==> src/sv/nsf_pkg.sv <==
// Package for the NMEA sentence framer: register indexes, default sizes,
// the "$GPTXT" prefix table and the flag group passed to the output stage.
// No dependencies.
`timescale 1ns / 1ps

package nsf_pkg;

    localparam int DEF_BUF_BYTES  = 128;
    localparam int DEF_SLOT_COUNT = 2;

    localparam int CFG_IDX_W  = 8;
    localparam int BYTE_W     = 8;
    localparam int PREFIX_LEN = 6;

    localparam logic [CFG_IDX_W-1:0] CFG_START_CHAR = 8'd0;
    localparam logic [CFG_IDX_W-1:0] CFG_END_CHAR   = 8'd1;

    localparam logic [BYTE_W-1:0] RST_START_CHAR = 8'h24;
    localparam logic [BYTE_W-1:0] RST_END_CHAR   = 8'h0A;

    typedef struct packed {
        logic byte_valid;
        logic sentence_end;
        logic configure_request;
        logic baud_switch_request;
    } t_flags;

    // Expected character of the configure prefix at a given position.
    function automatic logic [BYTE_W-1:0] prefix_char(input logic [2:0] idx);
        logic [BYTE_W-1:0] c;
        case (idx)
            3'd0:    c = 8'h24;
            3'd1:    c = 8'h47;
            3'd2:    c = 8'h50;
            3'd3:    c = 8'h54;
            3'd4:    c = 8'h58;
            3'd5:    c = 8'h54;
            default: c = 8'h00;
        endcase
        return c;
    endfunction

endpackage

==> src/sv/nsf_core.sv <==
// Framing state and per-byte decision logic of the NMEA sentence framer,
// together with the start and end character registers. Depends on nsf_pkg.
`timescale 1ns / 1ps

module nsf_core #(
    parameter int BUF_BYTES  = nsf_pkg::DEF_BUF_BYTES,
    parameter int SLOT_COUNT = nsf_pkg::DEF_SLOT_COUNT,
    parameter int POS_W      = $clog2(BUF_BYTES),
    parameter int SLOT_W     = (SLOT_COUNT > 1) ? $clog2(SLOT_COUNT) : 1
) (
    input  logic                              i_clk,
    input  logic                              i_rst_n,
    input  logic                              i_accept,
    input  logic [nsf_pkg::BYTE_W-1:0]        i_rx_byte,
    input  logic                              i_cfg_write,
    input  logic [nsf_pkg::CFG_IDX_W-1:0]     i_cfg_index,
    input  logic [nsf_pkg::BYTE_W-1:0]        i_cfg_data,
    output logic                              o_res_valid,
    output nsf_pkg::t_flags                   o_flags,
    output logic [SLOT_W-1:0]                 o_slot_index,
    output logic [POS_W-1:0]                  o_byte_position,
    output logic [nsf_pkg::BYTE_W-1:0]        o_out_byte,
    output logic [POS_W-1:0]                  o_sentence_length
);
    import nsf_pkg::*;

    logic [BYTE_W-1:0] r_start_char;
    logic [BYTE_W-1:0] r_end_char;
    logic              r_in_sentence, n_in_sentence;
    logic [POS_W-1:0]  r_fill, n_fill;
    logic [SLOT_W-1:0] r_slot, n_slot;
    logic              r_prefix, n_prefix;
    logic              r_all_written, n_all_written;
    logic              r_request_done, n_request_done;

    logic              is_start, is_end, place, wrap, mismatch;
    logic              cfg_req, baud_req;
    logic [POS_W-1:0]  pos;

    always_ff @(posedge i_clk) begin
        if (!i_rst_n) begin
            r_start_char <= RST_START_CHAR;
            r_end_char   <= RST_END_CHAR;
        end else if (i_cfg_write) begin
            case (i_cfg_index)
                CFG_START_CHAR: r_start_char <= i_cfg_data;
                CFG_END_CHAR:   r_end_char   <= i_cfg_data;
                default: ;
            endcase
        end
    end

    always_comb begin
        // A start character wins over an end character of the same value.
        is_start = (i_rx_byte == r_start_char);
        is_end   = !is_start && (i_rx_byte == r_end_char);
        place    = is_start || is_end || r_in_sentence;
        pos      = is_start ? '0 : r_fill;
        wrap     = (pos == POS_W'(BUF_BYTES - 1));
        mismatch = (pos < POS_W'(PREFIX_LEN)) && (i_rx_byte != prefix_char(pos[2:0]));

        n_prefix      = r_prefix;
        n_all_written = r_all_written;
        n_fill        = r_fill;
        if (place) begin
            n_prefix      = (is_start || r_prefix) && !mismatch;
            n_all_written = (!is_start && r_all_written) || wrap;
            n_fill        = wrap ? '0 : pos + POS_W'(1);
        end

        // A sentence that never reached the sixth position cannot match, since
        // unwritten prefix positions hold no data of this sentence.
        cfg_req  = is_end && r_in_sentence && !r_request_done && n_prefix &&
                   ((pos >= POS_W'(PREFIX_LEN - 1)) || n_all_written);
        baud_req = !place && !r_request_done;
        n_request_done = r_request_done || cfg_req || baud_req;

        n_in_sentence = is_start ? 1'b1 : (is_end ? 1'b0 : r_in_sentence);
        n_slot = r_slot;
        if (is_end) begin
            n_slot = (r_slot == SLOT_W'(SLOT_COUNT - 1)) ? '0 : r_slot + SLOT_W'(1);
        end
    end

    always_ff @(posedge i_clk) begin
        if (!i_rst_n) begin
            r_in_sentence  <= 1'b0;
            r_fill         <= '0;
            r_slot         <= '0;
            r_prefix       <= 1'b0;
            r_all_written  <= 1'b0;
            r_request_done <= 1'b0;
        end else if (i_accept) begin
            r_in_sentence  <= n_in_sentence;
            r_fill         <= n_fill;
            r_slot         <= n_slot;
            r_prefix       <= n_prefix;
            r_all_written  <= n_all_written;
            r_request_done <= n_request_done;
        end
    end

    always_comb begin
        o_res_valid                 = place || baud_req;
        o_flags.byte_valid          = place;
        o_flags.sentence_end        = is_end;
        o_flags.configure_request   = cfg_req;
        o_flags.baud_switch_request = baud_req;
        o_slot_index      = place ? r_slot : '0;
        o_byte_position   = place ? pos : '0;
        o_out_byte        = place ? i_rx_byte : '0;
        o_sentence_length = place ? n_fill : '0;
    end

`ifndef SYNTHESIS
    a_done_sticky: assert property (@(posedge i_clk) disable iff (!i_rst_n)
        $past(i_rst_n) && $past(r_request_done) |-> r_request_done)
        else $error("request done flag cleared outside reset");
    a_req_sets_done: assert property (@(posedge i_clk) disable iff (!i_rst_n)
        i_accept && (cfg_req || baud_req) |=> r_request_done)
        else $error("request raised without setting the done flag");
    a_cfg_on_end: assert property (@(posedge i_clk) disable iff (!i_rst_n)
        cfg_req |-> place && is_end && !baud_req)
        else $error("configure request not on a placed end character");
    a_baud_stray: assert property (@(posedge i_clk) disable iff (!i_rst_n)
        baud_req |-> !r_in_sentence && !is_start && !is_end)
        else $error("baud request on a byte that belongs to a sentence");
`endif

endmodule

==> src/sv/nsf_out_reg.sv <==
// Result register of the NMEA sentence framer; holds one result while the
// consumer stalls and accepts a new one as the old one leaves. Depends on nsf_pkg.
`timescale 1ns / 1ps

module nsf_out_reg #(
    parameter int POS_W  = 7,
    parameter int SLOT_W = 1
) (
    input  logic                       i_clk,
    input  logic                       i_rst_n,
    input  logic                       i_load,
    input  logic                       i_res_valid,
    input  nsf_pkg::t_flags            i_flags,
    input  logic [SLOT_W-1:0]          i_slot_index,
    input  logic [POS_W-1:0]           i_byte_position,
    input  logic [nsf_pkg::BYTE_W-1:0] i_out_byte,
    input  logic [POS_W-1:0]           i_sentence_length,
    input  logic                       i_ready,
    output logic                       o_space,
    output logic                       o_valid,
    output nsf_pkg::t_flags            o_flags,
    output logic [SLOT_W-1:0]          o_slot_index,
    output logic [POS_W-1:0]           o_byte_position,
    output logic [nsf_pkg::BYTE_W-1:0] o_out_byte,
    output logic [POS_W-1:0]           o_sentence_length
);
    import nsf_pkg::*;

    logic r_valid;

    assign o_space = !r_valid || i_ready;
    assign o_valid = r_valid;

    always_ff @(posedge i_clk) begin
        if (!i_rst_n) begin
            r_valid <= 1'b0;
        end else if (o_space) begin
            r_valid <= i_load && i_res_valid;
        end
    end

    always_ff @(posedge i_clk) begin
        if (o_space && i_load) begin
            o_flags           <= i_flags;
            o_slot_index      <= i_slot_index;
            o_byte_position   <= i_byte_position;
            o_out_byte        <= i_out_byte;
            o_sentence_length <= i_sentence_length;
        end
    end

endmodule

==> src/sv/nmea_sentence_framer.sv <==
// NMEA sentence framer: one byte accepted per cycle, its result registered and
// shown on o_valid in the cycle after acceptance; throughput one byte every cycle,
// limited only by the single result register when the consumer stalls.
// A byte that causes no result still takes its cycle and updates the state.
// Synchronous active-low reset returns the characters to '$' and line feed
// and clears all framing state; no memory needs clearing.
`timescale 1ns / 1ps

module nmea_sentence_framer #(
    parameter int BUF_BYTES  = nsf_pkg::DEF_BUF_BYTES,
    parameter int SLOT_COUNT = nsf_pkg::DEF_SLOT_COUNT,
    parameter int POS_W      = $clog2(BUF_BYTES),
    parameter int SLOT_W     = (SLOT_COUNT > 1) ? $clog2(SLOT_COUNT) : 1
) (
    input  logic                          i_clk,
    input  logic                          i_rst_n,
    input  logic                          i_valid,
    output logic                          o_ready,
    input  logic [nsf_pkg::BYTE_W-1:0]    i_rx_byte,
    input  logic                          i_cfg_valid,
    output logic                          o_cfg_ready,
    input  logic [nsf_pkg::CFG_IDX_W-1:0] i_cfg_index,
    input  logic [nsf_pkg::BYTE_W-1:0]    i_cfg_data,
    output logic                          o_valid,
    input  logic                          i_ready,
    output logic                          o_byte_valid,
    output logic [SLOT_W-1:0]             o_slot_index,
    output logic [POS_W-1:0]              o_byte_position,
    output logic [nsf_pkg::BYTE_W-1:0]    o_out_byte,
    output logic                          o_sentence_end,
    output logic [POS_W-1:0]              o_sentence_length,
    output logic                          o_configure_request,
    output logic                          o_baud_switch_request
);
    import nsf_pkg::*;

    logic              accept, res_valid, space;
    t_flags            res_flags, out_flags;
    logic [SLOT_W-1:0] res_slot;
    logic [POS_W-1:0]  res_pos, res_len;
    logic [BYTE_W-1:0] res_byte;

    assign o_cfg_ready = 1'b1;
    assign o_ready     = space;
    assign accept      = i_valid && space;

    nsf_core #(
        .BUF_BYTES (BUF_BYTES),
        .SLOT_COUNT(SLOT_COUNT),
        .POS_W     (POS_W),
        .SLOT_W    (SLOT_W)
    ) u_core (
        .i_clk            (i_clk),
        .i_rst_n          (i_rst_n),
        .i_accept         (accept),
        .i_rx_byte        (i_rx_byte),
        .i_cfg_write      (i_cfg_valid),
        .i_cfg_index      (i_cfg_index),
        .i_cfg_data       (i_cfg_data),
        .o_res_valid      (res_valid),
        .o_flags          (res_flags),
        .o_slot_index     (res_slot),
        .o_byte_position  (res_pos),
        .o_out_byte       (res_byte),
        .o_sentence_length(res_len)
    );

    nsf_out_reg #(
        .POS_W (POS_W),
        .SLOT_W(SLOT_W)
    ) u_out (
        .i_clk            (i_clk),
        .i_rst_n          (i_rst_n),
        .i_load           (i_valid),
        .i_res_valid      (res_valid),
        .i_flags          (res_flags),
        .i_slot_index     (res_slot),
        .i_byte_position  (res_pos),
        .i_out_byte       (res_byte),
        .i_sentence_length(res_len),
        .i_ready          (i_ready),
        .o_space          (space),
        .o_valid          (o_valid),
        .o_flags          (out_flags),
        .o_slot_index     (o_slot_index),
        .o_byte_position  (o_byte_position),
        .o_out_byte       (o_out_byte),
        .o_sentence_length(o_sentence_length)
    );

    assign o_byte_valid          = out_flags.byte_valid;
    assign o_sentence_end        = out_flags.sentence_end;
    assign o_configure_request   = out_flags.configure_request;
    assign o_baud_switch_request = out_flags.baud_switch_request;

endmodule
==> config.mk <==
export PLATFORM = sky130hd
export DESIGN_NAME = nmea_sentence_framer
export DESIGN_NICKNAME = d
export VERILOG_FILES = /design/src/sv/nsf_pkg.sv /design/src/sv/nsf_core.sv /design/src/sv/nsf_out_reg.sv /design/src/sv/nmea_sentence_framer.sv
export SDC_FILE = /design/constraint.sdc
export NUM_CORES = 1
export LEC_CHECK = 0
export BUFFER_PORTS_ARGS = -buffer_cell sky130_fd_sc_hd__buf_2
export CORE_MARGIN = 2
export CORE_UTILIZATION = 57
export CTS_CLUSTER_DIAMETER = 50
export DETAILED_ROUTE_END_ITERATION = 8
export PLACE_DENSITY = 0.83
export SLEW_MARGIN = 20
export SYNTH_ARGS = -nofsm -noshare
export SYNTH_HDL_FRONTEND = slang
export SYNTH_SLANG_ARGS = --single-unit
==> constraint.sdc <==
create_clock -name i_clk -period 4.12 [get_ports i_clk]
set_input_delay 0.412 -clock i_clk [delete_from_list [all_inputs] [get_ports i_clk]]
set_output_delay 0.412 -clock i_clk [all_outputs]
set_load 0.05 [all_outputs]
==> reports/qor.csv <==
stage;metric;value;unit
run_status;status;complete, no violations;
floorplanning;Die W;74.09;µm
sta;min cycle time layout;2.879;ns
synth;asr flop ratio synth;0;%
power;peak supply drop;0.0001561;V
sta;Fin. Hold Viols;0;
synth;combinational family with the most area after synthesis;simple AND/OR/NAND/NOR gates;
synth;post-synthesis sequential area ratio;49.69;%
clock_network;clk_lat worst skew;0.31;ns
placement;DP HPWL;4.148;mm
route;DR vias/cell;5.331;
synth;top cell type's share of synthesized area;28.95;%
final_layout;final instance area;0.003262;mm²
floorplanning;Die Footprint;0.005489;mm²
synth;post-synthesis register bit count;56;
synth;Post-Synth XOR/XNOR Area;7.194;%
route;Post-DRT Antenna Nets;0;
synth;Ys Warns;0;
placement;Placed Area;0.003151;mm²
sta;final setup fails;0;
run;max cap viols;0;
route;DR vias;2047;
setup_path;Critical Path Source Type;register;
synth;largest cells by area after synthesis;edfxtp_1 29%, dfxtp_1 21%, mux2i_1 6.1%;
synth;EDFF count, synth;27;
route;DRT Pass-1 Iters;5;
floorplanning;Die Span Y;74.09;µm
floorplanning;initial core utilization;59.28;%
sta;Final period util;69.87;%
final_layout;Fillers;371;
clock_network;clock sink count;56;
setup_path;CP startpoint;u_core.r_start_char[3];
grt;global-route wire length before repair;9.342;mm
sta;clk_skew;0.009046;ns
grt;Overall Global Routing Usage;22.29;%
synth;top cells by count, synth;29 x dfxtp_1, 27 x edfxtp_1, 20 x nor2b_1;
setup_path;required time of the critical path;4.19;ns
synth;Top FF cell, synth;dfxtp_1;
synth;Synthesized Nets;294;
sta;Max Clk Rate;0.3474;GHz
final_layout;ANT cells;0;
grt;pin count of the biggest net entering global routing;38;
synth;Post-Syn Area;0.002800;mm²
worst_hold_path;beginning of the worst hold path;i_cfg_data[1];
clock_network;root buffer cell;clkbuf_8;
synth;syn avg cell area;10.90;µm²
setup_path;Arr. time, crit path;2.95;ns
final_layout;nets;353;
placement;GPL Wtd Cong;0.9831;
clock_network;quantity of gates resized following cts;0;
synth;synth unique cells;49;
route;wire length per cell;14.50;µm
synth;Synth Area in Adders;3.575;%
worst_hold_path;Hold Crit Class;in -> reg;
final_layout;layout cell share with drive strength beyond 1;25.55;%
setup_path;WS Path Type;reg -> reg;
synth;Post-Synthesis Cells;257;
setup_path;worst r2r src;u_core.r_start_char[3];
setup_path;Crit Path Max Fanout;9;
setup_path;FF-to-FF setup slack;1.24;ns
power;LEAKAGE;0.001348;µW
clock_network;H-tree levels;2;
synth;top-count cell post-synth;dfxtp_1;
route;DRC viols;0;
floorplanning;core region area;0.004723;mm²
sta;Slew HR;62.08;%
sta;Slew Limit Fails;0;
grt;GRT overflow;0;
clock_network;CTS buffer count;5;
sta;unrepaired setup endpoints after global routing;no;
synth;simple-gate portion of the synthesized area;21.45;%
synth;multiplexer share of the synthesized area;6.479;%
clock_network;Worst-path clk slew;0.10;ns
placement;number of buffers added on ports;57;
synth;area leader, netlist;edfxtp_1;
power;areal power density over the cells;332.6;mW/mm²
sta;worst-margin pin slew;0.5682;ns
route;DRT Wirelength;5.569;mm
final_layout;synth-to-layout area growth;16.49;%
grt;initial antenna violation count;0;
floorplanning;FP Rows;25;
route;initial DRC count;92;
power;Overall Power;1085;µW
synth;Compound-Gate Fraction of Synth Area;9.339;%
grt;vias in the first global route;2015;
clock_network;setup bufs post-CTS;0;
clock_network;CTS hold repair buffers;0;
clock_network;CTS tree;done;
setup_path;CP Capture Type;register;
floorplanning;I/O pins;59;
clock_network;CTS Buffer Depth;2;
sta;Final TNS setup;0;ns
registers in the layout (all words and copies together) (netlist names):
register	flops
u_core.r_in_sentence	1
u_core.r_fill	7
u_core.r_request_done	1
u_out.o_flags	4
u_core.r_prefix	1
u_core.r_slot	1
u_out.o_byte_position	7
u_core.r_all_written	1
u_out.o_sentence_length	7
u_out.o_out_byte	8
u_out.o_slot_index	1
u_core.r_end_char	8
u_out.o_valid	1
u_core.r_start_char	8
metrics by stage:
stage               hold slack [ns]  util [%]  std cells  setup WS, ns
CTS                          0.3173     69.06        384         1.247
floorplan                    0.4437         -        257         1.476
finish                       0.3202     69.06        384         1.241
detailed placement           0.4685     66.70        376         1.044
global route                 0.3363     69.06        384         1.034
global placement             0.4676     66.70        376         1.152
power breakdown:
| part | internal [µW] | switching, µW |
|---|---|---|
| Combinational | 33.9 | 92.4 |
| Clock | 180 | 178 |
| Sequential | 596 | 3.61 |
worst paths after layout:
kind | depth (start not counted) | to
min | 3 | u_core.r_end_char[1]
min reg2reg | 2 | u_core.r_fill[1]
max | 12 | u_out.o_flags[1]
max reg2reg | 12 | u_out.o_flags[1]
critical path, cell delays in order, from the launching register on:
cell,delay (ns)
dfxtp_1,0.35
xnor2_1,0.22
and4_1,0.29
nand2_1,0.21
nand2_1,0.20
inv_1,0.10
ha_1,0.26
nor2b_1,0.17
and3_1,0.18
a211oi_1,0.27
nor3_2,0.09
a31oi_1,0.21
nor2_1,0.09
layout by cell type (no fill, tap or decap), drive strengths merged, types with 5 or more instances in the layout:
cell type  count
a211oi         5
dfxtp         29
edfxtp        27
nor2          15
nor2b         20
clkbuf         5
ha             8
inv            9
a22oi          5
xnor2         12
nor3           8
and2          14
nand2         18
xor2          11
o21ai          7
buf           58
a21oi          5
mux2i         17
cell type report:
cell class,instances,area [µm²],share of cell area [%]
Inverter,9,33.78,1.036
Clock inverter,3,42.54,1.304
Timing Repair Buffer,58,292.8,8.976
Sequential cell,56,1391,42.65
Clock buffer,5,68.82,2.110
Multi-Input combinational cell,186,1349,41.35
Tap cell,67,83.83,2.570
routing by layer:
metal	wire, µm	GRT usage [%]	vias to the layer above	part of all wire [%]
li1	-	-	1026	-
met1	2381	27.22	952	43
met2	2827	39.09	59	51
met3	252	4.743	10	4.5
met4	108	7.677	0	1.9
met5	0	0	-	0
cell families (layout without fill, tap and decap cells):
family / Yosys count / after routing
compound gates: 36 / 36
xor+xnor: 23 / 23
fa+ha+maj: 8 / 8
buf+inv: 15 / 75
flops: 56 / 56
mux: 18 / 18
other cells: 1 / 1
simple gates: 100 / 100
Note: power is estimated with default switching activity, not from simulation.
